File: config.mk
export PLATFORM = sky130hd
export DESIGN_NAME = berf_key_regs
export DESIGN_NICKNAME = d
export VERILOG_FILES = /design/src/berf_pkg.sv /design/src/berf_key_regs.sv
export SDC_FILE = /design/constraint.sdc
export NUM_CORES = 1
export LEC_CHECK = 0
export ABC_AREA = 1
export BUFFER_PORTS_ARGS = -buffer_cell sky130_fd_sc_hd__buf_4
export CAP_MARGIN = 20
export CORE_AREA = 3 3 96 98
export CTS_CLUSTER_DIAMETER = 30
export DETAILED_ROUTE_END_ITERATION = 10
export DIE_AREA = 0 0 99 101
export PLACE_DENSITY_LB_ADDON = 0.1
export SKIP_LAST_GASP = 1
export SYNTH_ARGS = -nofsm -noshare
export SYNTH_HDL_FRONTEND = slang
export SYNTH_SLANG_ARGS = --single-unit
File: constraint.sdc
create_clock -name clk_i -period 2.4 [get_ports clk_i]
set_clock_uncertainty 0.15 [all_clocks]
set_input_delay 0.48 -clock clk_i [delete_from_list [all_inputs] [get_ports clk_i]]
set_output_delay 0.48 -clock clk_i [all_outputs]
set_load 0.03 [all_outputs]
File: src/berf_pkg.sv
package berf_pkg;

  // Column capacity and derived widths
  localparam int unsigned MAX_ROWS = 4096;
  localparam int unsigned ROW_AW   = (MAX_ROWS > 1) ? $clog2(MAX_ROWS) : 1;
  localparam int unsigned CNT_W    = $clog2(MAX_ROWS + 1);

  // Epoch tag stored per row; a start command bumps the epoch
  localparam int unsigned EPOCH_W = 4;

  // Fixed field widths
  localparam int unsigned CMD_W   = 2;
  localparam int unsigned VID_W   = 8;
  localparam int unsigned LBL_W   = 16;
  localparam int unsigned ROW_W   = 12;
  localparam int unsigned ELEM_W  = 64;
  localparam int unsigned POS_W   = 12;
  localparam int unsigned TOTAL_W = 13;
  localparam int unsigned CFG_IDX_W  = 3;
  localparam int unsigned CFG_DATA_W = 16;

  typedef enum logic [CMD_W-1:0] {
    CMD_EXT   = 2'd0,
    CMD_ROW   = 2'd1,
    CMD_START = 2'd2,
    CMD_NOP   = 2'd3
  } cmd_e;

  typedef enum logic [CFG_IDX_W-1:0] {
    CFG_KEY_FROM_VERTEX = 3'd0,
    CFG_KEY_TO_VERTEX   = 3'd1,
    CFG_KEY_FROM_LABEL  = 3'd2,
    CFG_KEY_EDGE_LABEL  = 3'd3,
    CFG_KEY_TO_LABEL    = 3'd4,
    CFG_UNUSED_5        = 3'd5,
    CFG_UNUSED_6        = 3'd6,
    CFG_UNUSED_7        = 3'd7
  } cfg_reg_e;

  // Key compare status for the current extension
  typedef struct packed {
    logic hit;      // all five fields match and key is backward
    logic forward;  // key from < key to
  } key_status_t;

  // Mark memory access issued on an accepted transaction
  typedef struct packed {
    logic              wr;     // set mark of waddr
    logic [ROW_AW-1:0] waddr;
    logic              rd;     // read mark of the current row position
    logic              final_row;
    logic              start;  // new filter
  } mark_req_t;

  // Mark lookup result for the row held in the middle stage
  typedef struct packed {
    logic marked;
    logic busy;     // clearing sweep in progress
  } mark_status_t;

endpackage

File: src/berf_key_regs.sv
module berf_key_regs (
  input  logic                            clk_i,
  input  logic                            rst_ni,
  input  logic                            cfg_we_i,
  input  logic [berf_pkg::CFG_IDX_W-1:0]  cfg_index_i,
  input  logic [berf_pkg::CFG_DATA_W-1:0] cfg_data_i,
  input  logic [berf_pkg::VID_W-1:0]      ext_from_i,
  input  logic [berf_pkg::VID_W-1:0]      ext_to_i,
  input  logic [berf_pkg::LBL_W-1:0]      ext_from_label_i,
  input  logic [berf_pkg::LBL_W-1:0]      ext_edge_label_i,
  input  logic [berf_pkg::LBL_W-1:0]      ext_to_label_i,
  output berf_pkg::key_status_t           status_o
);

  logic [berf_pkg::VID_W-1:0] from_vertex_q, to_vertex_q;
  logic [berf_pkg::LBL_W-1:0] from_label_q, edge_label_q, to_label_q;
  logic                       forward;

  always_ff @(posedge clk_i or negedge rst_ni) begin
    if (!rst_ni) begin
      from_vertex_q <= '0;
      to_vertex_q   <= '0;
      from_label_q  <= '0;
      edge_label_q  <= '0;
      to_label_q    <= '0;
    end else if (cfg_we_i) begin
      unique case (berf_pkg::cfg_reg_e'(cfg_index_i))
        berf_pkg::CFG_KEY_FROM_VERTEX: from_vertex_q <= cfg_data_i[berf_pkg::VID_W-1:0];
        berf_pkg::CFG_KEY_TO_VERTEX:   to_vertex_q   <= cfg_data_i[berf_pkg::VID_W-1:0];
        berf_pkg::CFG_KEY_FROM_LABEL:  from_label_q  <= cfg_data_i[berf_pkg::LBL_W-1:0];
        berf_pkg::CFG_KEY_EDGE_LABEL:  edge_label_q  <= cfg_data_i[berf_pkg::LBL_W-1:0];
        berf_pkg::CFG_KEY_TO_LABEL:    to_label_q    <= cfg_data_i[berf_pkg::LBL_W-1:0];
        default: ;
      endcase
    end
  end

  assign forward = from_vertex_q < to_vertex_q;

  assign status_o.forward = forward;
  assign status_o.hit     = !forward &&
                            (ext_from_i == from_vertex_q) &&
                            (ext_to_i == to_vertex_q) &&
                            (ext_from_label_i == from_label_q) &&
                            (ext_edge_label_i == edge_label_q) &&
                            (ext_to_label_i == to_label_q);

endmodule

### Word-level counts from Yosys, hierarchy flattened

Cells that the tools add are included.

* flip-flop bits (word level): 64
* input port bits: 86
* output and inout port bits: 2
* word-level logic and storage cells: 27

* order comparisons: 1
* reductions and logical operators: 12
* equality and inequality tests: 9

Operator list (number)
* == test 16 bit: 3
* == test 8 bit: 2
* AND reduction 2 bit: 5
* less-than comparator 8 bit: 1
* == test 3 x 2 -> 1 bit, second input constant: 2
* logical AND 1 bit: 5
* == test 3 x 1 -> 1 bit, second input constant: 1
* == test 3 bit, second input constant: 1
* zero test 3 bit: 1
* zero test 1 bit: 1

### Logic depth before layout (Yosys ltp)

* word-level depth: 7
* gate-level depth with buffers: 10
* gate-level depth less buffers: 10

### Least setup slack after synthesis

No wires, ideal clock.

* kind: input -> output
* start: input port ext_from_i[7] (netlist bit)
* end: output port status_o[1] (netlist bit)
* path slack: 0.363 ns
* path buffers: 0
* required time: 1.770 ns
* data arrival time: 1.407 ns
* cell stages on the path: 9
* cell sequence: nor2_1 -> nor2_1 -> nor2_1 -> nand2_1 -> nor2_1 -> nand2_1 -> nor2_1 -> nand2_1 -> nor2_1

RTL lines
* start, declared: RTL line berf_key_regs.sv:7 `input logic [berf_pkg::VID_W-1:0] ext_from_i,`
* end, declared: RTL line berf_key_regs.sv:12 `output berf_pkg::key_status_t status_o`

==> impl_metrics.env <==
export IMPL_clkSinkCount=64
export IMPL_maxSlewHeadroom_pct=44.8
export IMPL_status="finished clean"
export IMPL_tightest_slew_ns=0.828
export IMPL_yosys_register_bits=64
export IMPL_ant_nets=0
export IMPL_antenna_found_initial=0
export IMPL_synthTopCellsByCount="215 x nand2_1, 108 x inv_1, 81 x nor2_1"
export IMPL_combPwrFrac_pct=28.3
export IMPL_yosysMostFrequentCell="nand2_1"
export IMPL_top_usage_layer="met2"
export IMPL_initial_core_util_pct=44.3
export IMPL_grt_util_met1_pct=25.9
export IMPL_critical_path_max_fanout=2
export IMPL_crit_path_start_kind="flop"
export IMPL_cts_root_buffer="clkbuf_8"
export IMPL_crit_path_end_kind="output port"
export IMPL_crit_required_ns=1.77
export IMPL_grt_max_degree=65
export IMPL_place_ws_ns=0.0674
export IMPL_period_minus_slack_ns=2.39
export IMPL_reg2reg_setup_slack_ns=1.45
export IMPL_rsz0062_at_grt="true"
export IMPL_p_leak_nw=2.85
export IMPL_synth_area_leaders="dfrtp_1 42%, nand2_1 21%, inv_1 11%"
export IMPL_ctsHoldBuffers=0
export IMPL_dieArea_um2=10000
export IMPL_fin_nets=763
export IMPL_grt_pass1_wl_mm=14.9
export IMPL_worstHoldPathType="in -> async"
export IMPL_ctsHtreeMaxLevel=3
export IMPL_wl_mm=9.30
export IMPL_clkPwrFrac_pct=27.4
export IMPL_post_route_period_util_pct=99.6
export IMPL_wire_per_inst_um=11.9
export IMPL_crit_type="reg -> out"
export IMPL_setup_slack_ns=0.0106
export IMPL_synth_ff_type="dfrtp_1"
export IMPL_grt_pass1_vias=3156
export IMPL_drv_cap=0
export IMPL_vias=3533
export IMPL_hold_violations=0
export IMPL_slew_viol_final=0
export IMPL_vdd_drop_max_uv=411
export IMPL_seqPwrFrac_pct=44.3
export IMPL_cts_made_buffers=9
export IMPL_ys_warn_count=0
export IMPL_switching_share_pct=33.1
export IMPL_grtUsageTotal_pct=19.2
export IMPL_die_y_um=101
export IMPL_route_detailed_drc=0
export IMPL_grt_overflow=0
export IMPL_ys_types=16
export IMPL_intPower_mw=2.18
export IMPL_syn_cell_area_um2=3790
export IMPL_drtIter0Drc=126
export IMPL_firstDrtPassIters=4
export IMPL_synth_edf_count=0
export IMPL_switchingPower_mw=1.08
export IMPL_cts_tree="done"
export IMPL_grt_use_met2_pct=31.3
export IMPL_layout_drive_gt1_share_pct=19.7
export IMPL_synth_top_area_share_pct=42.2
export IMPL_clock_fmax_mhz=419
export IMPL_yosysTopAreaCell="dfrtp_1"
export IMPL_row_count=34
export IMPL_diodes=0
export IMPL_cts_clk_slew_worst_paths_ns=0.07
export IMPL_portBuffers=87
export IMPL_seq_area_frac_synth_pct=42.2
export IMPL_async_flop_share_pct=100
export IMPL_clk_latency_ns=0.33
export IMPL_globalplace_congestion=0.784
export IMPL_setup_viol_count_final=0
export IMPL_met3_usage_pct=3.39
export IMPL_avgViaCountPerCell=4.51
export IMPL_pin_count=88
export IMPL_coreArea_um2=8550
export IMPL_area_growth_pct=27.5
export IMPL_crit_arrival_ns=1.76
export IMPL_die_w_um=99
export IMPL_syn_nets=667
export IMPL_dpl_hpwl_mm=7.01
export IMPL_holdWs_ns=0.0805
export IMPL_synthCells=574
export IMPL_clk_path_buf_depth=2
export IMPL_powerDensity_nw_per_um2=675
export IMPL_avgSynthCellArea_um2=6.60
export IMPL_utilization_pct=56.5
what timing repair did:
action / in CTS / in global routing
setup endpoints to repair: 2 / 2
gates resized for setup: 3 / 17
pin swaps: 9 / 17
buffers inserted: 0 / 7
worst paths after layout:
| path | startpoint | endpoint | depth (start not counted) |
|---|---|---|---|
| worst min register to register | edge_label_q[6] | edge_label_q[6] | 2 |
| worst min-delay path | rst_ni | from_label_q[6] | 1 |
| worst max register to register | from_vertex_q[7] | from_vertex_q[7] | 3 |
| min in group clk_i | cfg_data_i[14] | edge_label_q[14] | 3 |
| worst max-delay path | from_label_q[5] | status_o[1] | 9 |
| max in group asynchronous | rst_ni | from_label_q[11] | 1 |
cell type report:
class | instances | area, um2
Clock buffer | 9 | 124
Clock inverter | 7 | 62.6
Fill cell | 873 | 3720
Inverter | 108 | 405
Multi-Input combinational cell | 390 | 1770
Sequential cell | 64 | 1600
Tap cell | 108 | 135
Timing Repair Buffer | 97 | 736
flip-flops by register name, indices dropped and copies added (netlist names):
| register | flops |
|---|---|
| edge_label_q | 16 |
| from_label_q | 16 |
| from_vertex_q | 8 |
| to_label_q | 16 |
| to_vertex_q | 8 |
placed cells by master (no fill, tap or decap):
| master | count |
|---|---|
| a21oi_2 | 3 |
| nand2_2 | 1 |
| nor2_4 | 2 |
| nor2_8 | 1 |
| clkinv_2 | 5 |
| nor2_1 | 71 |
| nand3_2 | 2 |
| buf_4 | 95 |
| ha_1 | 7 |
| dfrtp_1 | 64 |
| nand3b_2 | 1 |
| clkbuf_8 | 9 |
| bufinv_16 | 1 |
| nor2_2 | 8 |
| a21oi_1 | 2 |
| clkinvlp_4 | 1 |
| nand2_1 | 215 |
| o21ai_1 | 65 |
| nand3b_4 | 1 |
| buf_6 | 2 |
| xor2_1 | 10 |
| inv_1 | 108 |
| o21ai_2 | 1 |
power groups by stage:
stage / registers (mW) / clock network, mW / logic, mW
finish: 1.44 / 0.893 / 0.924
global route: 1.48 / 0.968 / 1.08
detailed placement: 1.46 / 0 / 0.847
global placement: 1.45 / 0 / 0.824
floorplan: 1.42 / 0 / 0.579
CTS: 1.44 / 0.914 / 0.855
critical path, stage by stage, from the launching register on:
cell,delay (ns)
dfrtp_1,0.40
xor2_1,0.19
nor2_4,0.15
nand2_1,0.07
nor2_1,0.11
nand2_1,0.06
nor2_1,0.09
nand2_1,0.09
nor2_2,0.12
buf_6,0.14
cell families (layout without fill, tap and decap cells):
family                   Yosys count  count (layout)  synth area share (%)
AO/OA/AOI/OAI                     71              71                  9.37
XOR/XNOR                          10              10                  2.31
adder cells (fa/ha/maj)            7               7                  2.31
buffers and inverters            120             221                  12.4
flip-flops                        64              64                  42.2
AND/OR/NAND/NOR                  302             302                  31.4
stage by stage:
stage	TNS (ns)	instances	power [mW]	area, um2
2_1_floorplan	0	574	2.00	3790
3_3_place_gp	0	760	2.28	4540
3_5_place_dp	0	760	2.31	4540
4_1_cts	-0.0953	776	3.21	4730
5_1_grt	-0.130	783	3.52	4830
6_report	0	783	3.26	4830
per-layer routing:
layer	part of all wire, %	up-vias
li1	-	1899
met1	47	1556
met2	47	66
met3	4.4	12
met4	1.8	0
met5	0	-
Power figures use the tool's default switching activity.
