File: src/berf_pkg.sv
package berf_pkg;

  // Column capacity and derived widths
  localparam int unsigned MAX_ROWS = 4096;
  localparam int unsigned ROW_AW   = (MAX_ROWS > 1) ? $clog2(MAX_ROWS) : 1;
  localparam int unsigned CNT_W    = $clog2(MAX_ROWS + 1);

  // Epoch tag stored per row; a start command bumps the epoch
  localparam int unsigned EPOCH_W = 4;

  // Fixed field widths
  localparam int unsigned CMD_W   = 2;
  localparam int unsigned VID_W   = 8;
  localparam int unsigned LBL_W   = 16;
  localparam int unsigned ROW_W   = 12;
  localparam int unsigned ELEM_W  = 64;
  localparam int unsigned POS_W   = 12;
  localparam int unsigned TOTAL_W = 13;
  localparam int unsigned CFG_IDX_W  = 3;
  localparam int unsigned CFG_DATA_W = 16;

  typedef enum logic [CMD_W-1:0] {
    CMD_EXT   = 2'd0,
    CMD_ROW   = 2'd1,
    CMD_START = 2'd2,
    CMD_NOP   = 2'd3
  } cmd_e;

  typedef enum logic [CFG_IDX_W-1:0] {
    CFG_KEY_FROM_VERTEX = 3'd0,
    CFG_KEY_TO_VERTEX   = 3'd1,
    CFG_KEY_FROM_LABEL  = 3'd2,
    CFG_KEY_EDGE_LABEL  = 3'd3,
    CFG_KEY_TO_LABEL    = 3'd4,
    CFG_UNUSED_5        = 3'd5,
    CFG_UNUSED_6        = 3'd6,
    CFG_UNUSED_7        = 3'd7
  } cfg_reg_e;

  // Key compare status for the current extension
  typedef struct packed {
    logic hit;      // all five fields match and key is backward
    logic forward;  // key from < key to
  } key_status_t;

  // Mark memory access issued on an accepted transaction
  typedef struct packed {
    logic              wr;     // set mark of waddr
    logic [ROW_AW-1:0] waddr;
    logic              rd;     // read mark of the current row position
    logic              final_row;
    logic              start;  // new filter
  } mark_req_t;

  // Mark lookup result for the row held in the middle stage
  typedef struct packed {
    logic marked;
    logic busy;     // clearing sweep in progress
  } mark_status_t;

endpackage

File: src/berf_compact.sv
module berf_compact (
  input  logic                          clk_i,
  input  logic                          rst_ni,
  input  logic                          load_i,
  input  berf_pkg::cmd_e                cmd_i,
  input  logic [berf_pkg::ELEM_W-1:0]   element_i,
  input  logic                          final_i,
  input  logic                          marked_i,
  input  logic                          forward_i,
  output logic                          free_o,
  output logic                          out_valid_o,
  input  logic                          out_stall_i,
  output logic                          kept_o,
  output logic [berf_pkg::POS_W-1:0]    position_o,
  output logic [berf_pkg::ELEM_W-1:0]   out_element_o,
  output logic                          is_final_o,
  output logic [berf_pkg::TOTAL_W-1:0]  total_kept_o,
  output logic                          forward_key_error_o
);

  localparam logic [berf_pkg::CNT_W-1:0] CntLimit = berf_pkg::CNT_W'(berf_pkg::MAX_ROWS);

  logic                        s1_valid_q;
  berf_pkg::cmd_e              s1_cmd_q;
  logic [berf_pkg::ELEM_W-1:0] s1_elem_q;
  logic                        s1_final_q;
  logic [berf_pkg::CNT_W-1:0]  kept_q, kept_d, kept_inc;
  logic                        out_valid_q, out_valid_d;
  logic                        is_row, marked, produce, out_free, s1_go;

  assign is_row   = s1_cmd_q == berf_pkg::CMD_ROW;
  assign marked   = is_row && marked_i && !forward_i;
  assign produce  = is_row && (marked || s1_final_q);
  assign out_free = !out_valid_q || !out_stall_i;
  assign s1_go    = s1_valid_q && (!produce || out_free);
  assign free_o   = !s1_valid_q || s1_go;

  assign kept_inc = (marked && kept_q < CntLimit) ? kept_q + berf_pkg::CNT_W'(1) : kept_q;

  always_comb begin
    kept_d = kept_q;
    if (s1_go) begin
      if (!is_row || s1_final_q) begin
        kept_d = '0;
      end else begin
        kept_d = kept_inc;
      end
    end
    out_valid_d = out_valid_q && out_stall_i;
    if (s1_go && produce) begin
      out_valid_d = 1'b1;
    end
  end

  always_ff @(posedge clk_i or negedge rst_ni) begin
    if (!rst_ni) begin
      s1_valid_q  <= 1'b0;
      kept_q      <= '0;
      out_valid_q <= 1'b0;
    end else begin
      if (load_i) begin
        s1_valid_q <= 1'b1;
      end else if (s1_go) begin
        s1_valid_q <= 1'b0;
      end
      kept_q      <= kept_d;
      out_valid_q <= out_valid_d;
    end
  end

  always_ff @(posedge clk_i) begin
    if (load_i) begin
      s1_cmd_q   <= cmd_i;
      s1_elem_q  <= element_i;
      s1_final_q <= final_i;
    end
    if (s1_go && produce) begin
      kept_o              <= marked;
      position_o          <= marked ? berf_pkg::POS_W'(kept_q) : '0;
      out_element_o       <= marked ? s1_elem_q : '0;
      is_final_o          <= s1_final_q;
      total_kept_o        <= berf_pkg::TOTAL_W'(kept_inc);
      forward_key_error_o <= forward_i;
    end
  end

  assign out_valid_o = out_valid_q;

endmodule
File: config.mk
export PLATFORM = sky130hd
export DESIGN_NAME = berf_compact
export DESIGN_NICKNAME = d
export VERILOG_FILES = /design/src/berf_pkg.sv /design/src/berf_compact.sv
export SDC_FILE = /design/constraint.sdc
export NUM_CORES = 1
export LEC_CHECK = 0
export BUFFER_PORTS_ARGS = -buffer_cell sky130_fd_sc_hd__buf_2
export CAP_MARGIN = 0
export CORE_ASPECT_RATIO = 0.75
export CORE_MARGIN = 1.5
export CORE_UTILIZATION = 45
export DETAILED_ROUTE_END_ITERATION = 7
export PLACE_DENSITY = 0.7
export SLEW_MARGIN = 20
export SYNTH_ARGS = -nofsm -noshare
export SYNTH_HDL_FRONTEND = slang
export SYNTH_SLANG_ARGS = --single-unit
File: constraint.sdc
create_clock -name clk_i -period 7.2 [get_ports clk_i]
set_clock_uncertainty 0.05 [all_clocks]
set_input_delay 2.16 -clock clk_i [delete_from_list [all_inputs] [get_ports clk_i]]
set_output_delay 2.16 -clock clk_i [all_outputs]
set_load 0.05 [all_outputs]
# Word level (Yosys, flattened, before mapping)
# Index checks and enable logic that the tools add are counted.
dict set report totals {
  reg_bits 174
  in_bits 73
  out_inout_bits 94
}
dict set report op_classes {
  add_sub_neg 1
  muxes 5
  magnitude_cmp 1
  reduce_logical 19
  n_eq_ne 1
}
# cell count
set op_table {}
lappend op_table {{13-bit two-way mux} 2}
lappend op_table {{13-bit by 1-bit adder with 13-bit output, second input constant} 1}
lappend op_table {{13-bit < comparator, second input constant} 1}
lappend op_table {{1-bit logical AND} 7}
lappend op_table {{1-bit logical NOT} 6}
lappend op_table {{1-bit logical OR} 5}
lappend op_table {{1-bit two-way mux} 3}
lappend op_table {{2-bit by 1-bit equality test with 1-bit output, second input constant} 1}
lappend op_table {{2-bit nonzero test} 1}

# Longest topological paths before layout
dict set report logic_depth {
  word_depth 10
  mapped_depth 7
}

# Least setup slack after synthesis
# No wires, ideal clock.
dict set report synth_path {
  kind {input-to-reg}
  startpoint {input marked_i}
  endpoint {register forward_key_error_o, enable pin}
  required_ns 6.606
  path_buffers 0
  slack_ns -0.002
  t_arrival_ns 6.609
  setup_ns 0.544
  stages 4
  cell_sequence {nor2b_1 -> o21ai_0 -> o21ai_0 -> nor2_1}
}
dict set report synth_between {
  elab_chain_len 8
}
# item line_no
set synth_lines {}
lappend synth_lines {{from (decl)} berf_compact.sv:8} ;# input logic marked_i,
lappend synth_lines {{1-bit logical AND (*) (2 in a row)} berf_compact.sv:32} ;# assign marked = is_row && marked_i && !forward_i;
lappend synth_lines {{1-bit logical OR (*)} berf_compact.sv:33} ;# assign produce = is_row && (marked || s1_final_q);
lappend synth_lines {{1-bit logical AND (*)} berf_compact.sv:33}
lappend synth_lines {{1-bit logical NOT} berf_compact.sv:35} ;# assign s1_go = s1_valid_q && (!produce || out_free);
lappend synth_lines {{1-bit logical OR} berf_compact.sv:35}
lappend synth_lines {{1-bit logical AND} berf_compact.sv:35}
lappend synth_lines {{1-bit logical AND (*)} berf_compact.sv:77} ;# if (s1_go && produce) begin
lappend synth_lines {{to (signal assigned)} berf_compact.sv:83} ;# forward_key_error_o <= forward_i;
lappend synth_lines {{to (decl)} berf_compact.sv:18} ;# output logic forward_key_error_o
# Every way passes the cells marked *; elsewhere a longest branch is shown, timed or not.
# A chain may end at the register's enable or synchronous reset.

# Worst setup path in the final report
dict set report layout_path {
  startpoint {input marked_i}
  endpoint {output free_o}
}
dict set report layout_between {
  elab_chain_len 8
}
# item line_no
set layout_lines {}
lappend layout_lines {{1-bit logical AND (2 in a row)} berf_compact.sv:32}
lappend layout_lines {{1-bit logical OR} berf_compact.sv:33}
lappend layout_lines {{1-bit logical AND} berf_compact.sv:33}
lappend layout_lines {{1-bit logical NOT} berf_compact.sv:35}
lappend layout_lines {{1-bit logical OR} berf_compact.sv:35}
lappend layout_lines {{1-bit logical AND} berf_compact.sv:35}
lappend layout_lines {{1-bit logical OR} berf_compact.sv:36} ;# assign free_o = !s1_valid_q || s1_go;
lappend layout_lines {{to (decl)} berf_compact.sv:10} ;# output logic free_o,
# No other way between the ends.

==> metrics.md <==
| Metric | Value |
|---|---|
| Max Slew Vio Count | `0` |
| Predominant post-synthesis flop cell | `edfxtp_1` |
| Clock sinks | `174` |
| Synth cell types | `47` |
| Crit end category | `output pin` |
| H-tree depth | `4` |
| Area of the multi-input gates | `1115 um2` |
| Worst Path Max Fanout | `5` |
| Total gr overflow | `0` |
| Most frequent cells after synthesis | `edfxtp_1, and2_1, dfrtp_1, nor2_1, nand2_1` |
| Worst-path clk slew | `0.06 ns` |
| Max-slew headroom | `34.77%` |
| Area Overhead vs Synth | `25.73%` |
| Syn_area_per_cell | `17.62 um2` |
| Dpl ws | `1.565 ns` |
| Pleak | `2.879 nW` |
| Slew @ Worst Pin | `0.9785 ns` |
| Top-level I/O count | `167` |
| Total Negative Setup Slacks | `0 ns` |
| Starting Density | `46.13%` |
| CP arrival | `3.48 ns` |
| Cell area power density | `281.6 nW/um2` |
| Via count | `3,555` |
| Final period utilization | `79.00%` |
| TritonCTS clock tree | `yes` |
| First-pass GRT wire length | `17.36 mm` |
| N_diodes | `0` |
| Fraction of registers with async set/reset | `8.621%` |
| Hold Violations, Final | `0` |
| Netlist Area Pre-Place | `6342 um2` |
| Vias per cell | `4.924` |
| Share of layout cells above drive strength 1 | `38.03%` |
| Initial antenna violation count | `1` |
| Fin crit period | `5.688 ns` |
| Die area | `14,820 um2` |
| Final nets | `608` |
| Crit Path Category | `input pin to output pin` |
| Maximum clock frequency | `175.8 MHz` |
| Fill cell count | `1,086` |
| Post-CTS setup buffers | `0` |
| Synthesized instance count | `360` |
| Post-route cell area | `7974 um2` |
| Sequential cell area fraction in the yosys report | `81.20%` |
| Row cnt | `37` |
| Clock Path Buffers | `2` |
| Drt total wl | `11.42 mm` |
| RSZ-0062 raised after global routing | `no` |
| HPWL after DPL | `7.512 mm` |
| Final WS setup | `1.512 ns` |
| WL/cell | `15.81 um` |
| Vias in the first global route | `3,308` |
| Syn_nets | `434` |
| Fin Hold WS | `0.4596 ns` |
| GR Util All Layers | `16.09%` |
| ANT nets after route | `0` |
| CP required | `4.99 ns` |
| Chip width | `140.1 um` |
| Pre-antenna DRT Iters | `5` |
| Max-cap violations | `0` |
| Largest area contributor in the netlist | `edfxtp_1` |
| CTS resizes | `0` |
| Total power | `2.246 mW` |
| Status | `completed` |
| FF+latch area | `5150 um2` |
| Number of flops mapped to enable cells by yosys | `159` |
| Total CTS buffers | `17` |
| 1st-iter DRT viols | `203` |
| Top cell type's share of synthesized area | `75.28%` |
| Placer congestion estimate | `0.8428` |
| HP Class | `flop to flop` |
| VDD IR max | `0.2123 mV` |
| Port Buf Inserts | `166` |
| Clk_lat worst skew | `0.42 ns` |
| Largest net degree at the start of global routing | `76` |
| Die Ht | `105.8 um` |
| Dpl cell area | `7360 um2` |
| Ys Warns | `0` |
| Post-CTS Hold Buffers | `0` |
| Core Region | `13,750 um2` |
| Count of state elements after synthesis | `174` |
| Most numerous cell in the Yosys netlist | `edfxtp_1` |
| Finish-stage setup viols | `0` |
| Critical path startpoint category | `input pin` |
| DRC Markers | `0` |
| Top cells by area, synth | `edfxtp_1, and2_1, dfrtp_1, xnor2_1, a31oi_1` |
| Clk root buf | `clkbuf_16` |
final cells by class:
type	count	area share (%)
tap	175	2.746
inverter	6	0.2824
sequential	174	64.58
timing repair buffer	168	10.95
clock buffer	18	5.382
multi-input combinational	167	13.98
clock inverter	14	2.071
cells in the final DEF, fill, tap and decap left out, drive strengths merged, types with 7 or more instances in the layout:
cell type	Yosys	final
edfxtp	159	159
inv	6	9
o21ai	7	7
xnor2	8	8
dfrtp	15	15
a31oi	8	8
clkbuf	7	18
nor2	13	13
buf	6	168
and2	72	72
nand2	10	10
routing by layer:
metal / up-vias / wire, um / track usage, %
met5: - / 13 / 0
met3: 14 / 1159 / 7.497
met1: 1676 / 5123 / 21.72
met4: 2 / 138 / 6.842
met2: 173 / 4981 / 22.35
li1: 1690 / - / -
state kept, by name, summed over array words and instances (netlist names), 2 cells and up:
name,flops
kept_q,13
total_kept_o,13
position_o,12
s1_elem_q,64
out_element_o,64
s1_cmd_q,2
critical path, stage by stage:
cell,delay (ns)
buf_2,0.11
nor2b_1,0.14
o21ai_0,0.59
or3_1,0.22
buf_2,0.26
logic make-up (layout without fill, tap and decap cells):
logic type	after synthesis	count (layout)	share of synthesized area [%]
AOI/OAI and AO/OA	34	34	3.867
xor gates and xnor gates	11	11	1.519
adders and majority gates	1	1	0.1972
buffers and inverters	19	206	1.341
DFF	174	174	81.20
muxes	2	2	0.3354
and+or+nand+nor	119	119	11.54
metrics by stage:
stage               instances  util, %
finish                    722    57.99
global route              722    57.99
CTS                       721    57.85
detailed placement        689    53.53
global placement          689    53.53
floorplan                 360        -
where the power goes:
| group | internal, mW | switching (mW) |
|---|---|---|
| clock | 0.545 | 0.368 |
| combinational | 0.0375 | 0.124 |
| sequential | 1.16 | 0.0121 |
| total | 1.74 | 0.504 |
worst paths after layout:
check                                    endpoint       start  depth (start not counted)  slack, ns
worst min register to register         is_final_o  s1_final_q                          0       0.46
worst max-delay path                       free_o    marked_i                          5       1.51
worst min-delay path                   is_final_o  s1_final_q                          0       0.46
worst max register to register  out_element_o[30]  s1_final_q                          5       4.36
max in group asynchronous               kept_q[4]      rst_ni                          1       5.24
min in group asynchronous               kept_q[1]      rst_ni                          1       1.59
(Power assumes the default switching activity.)
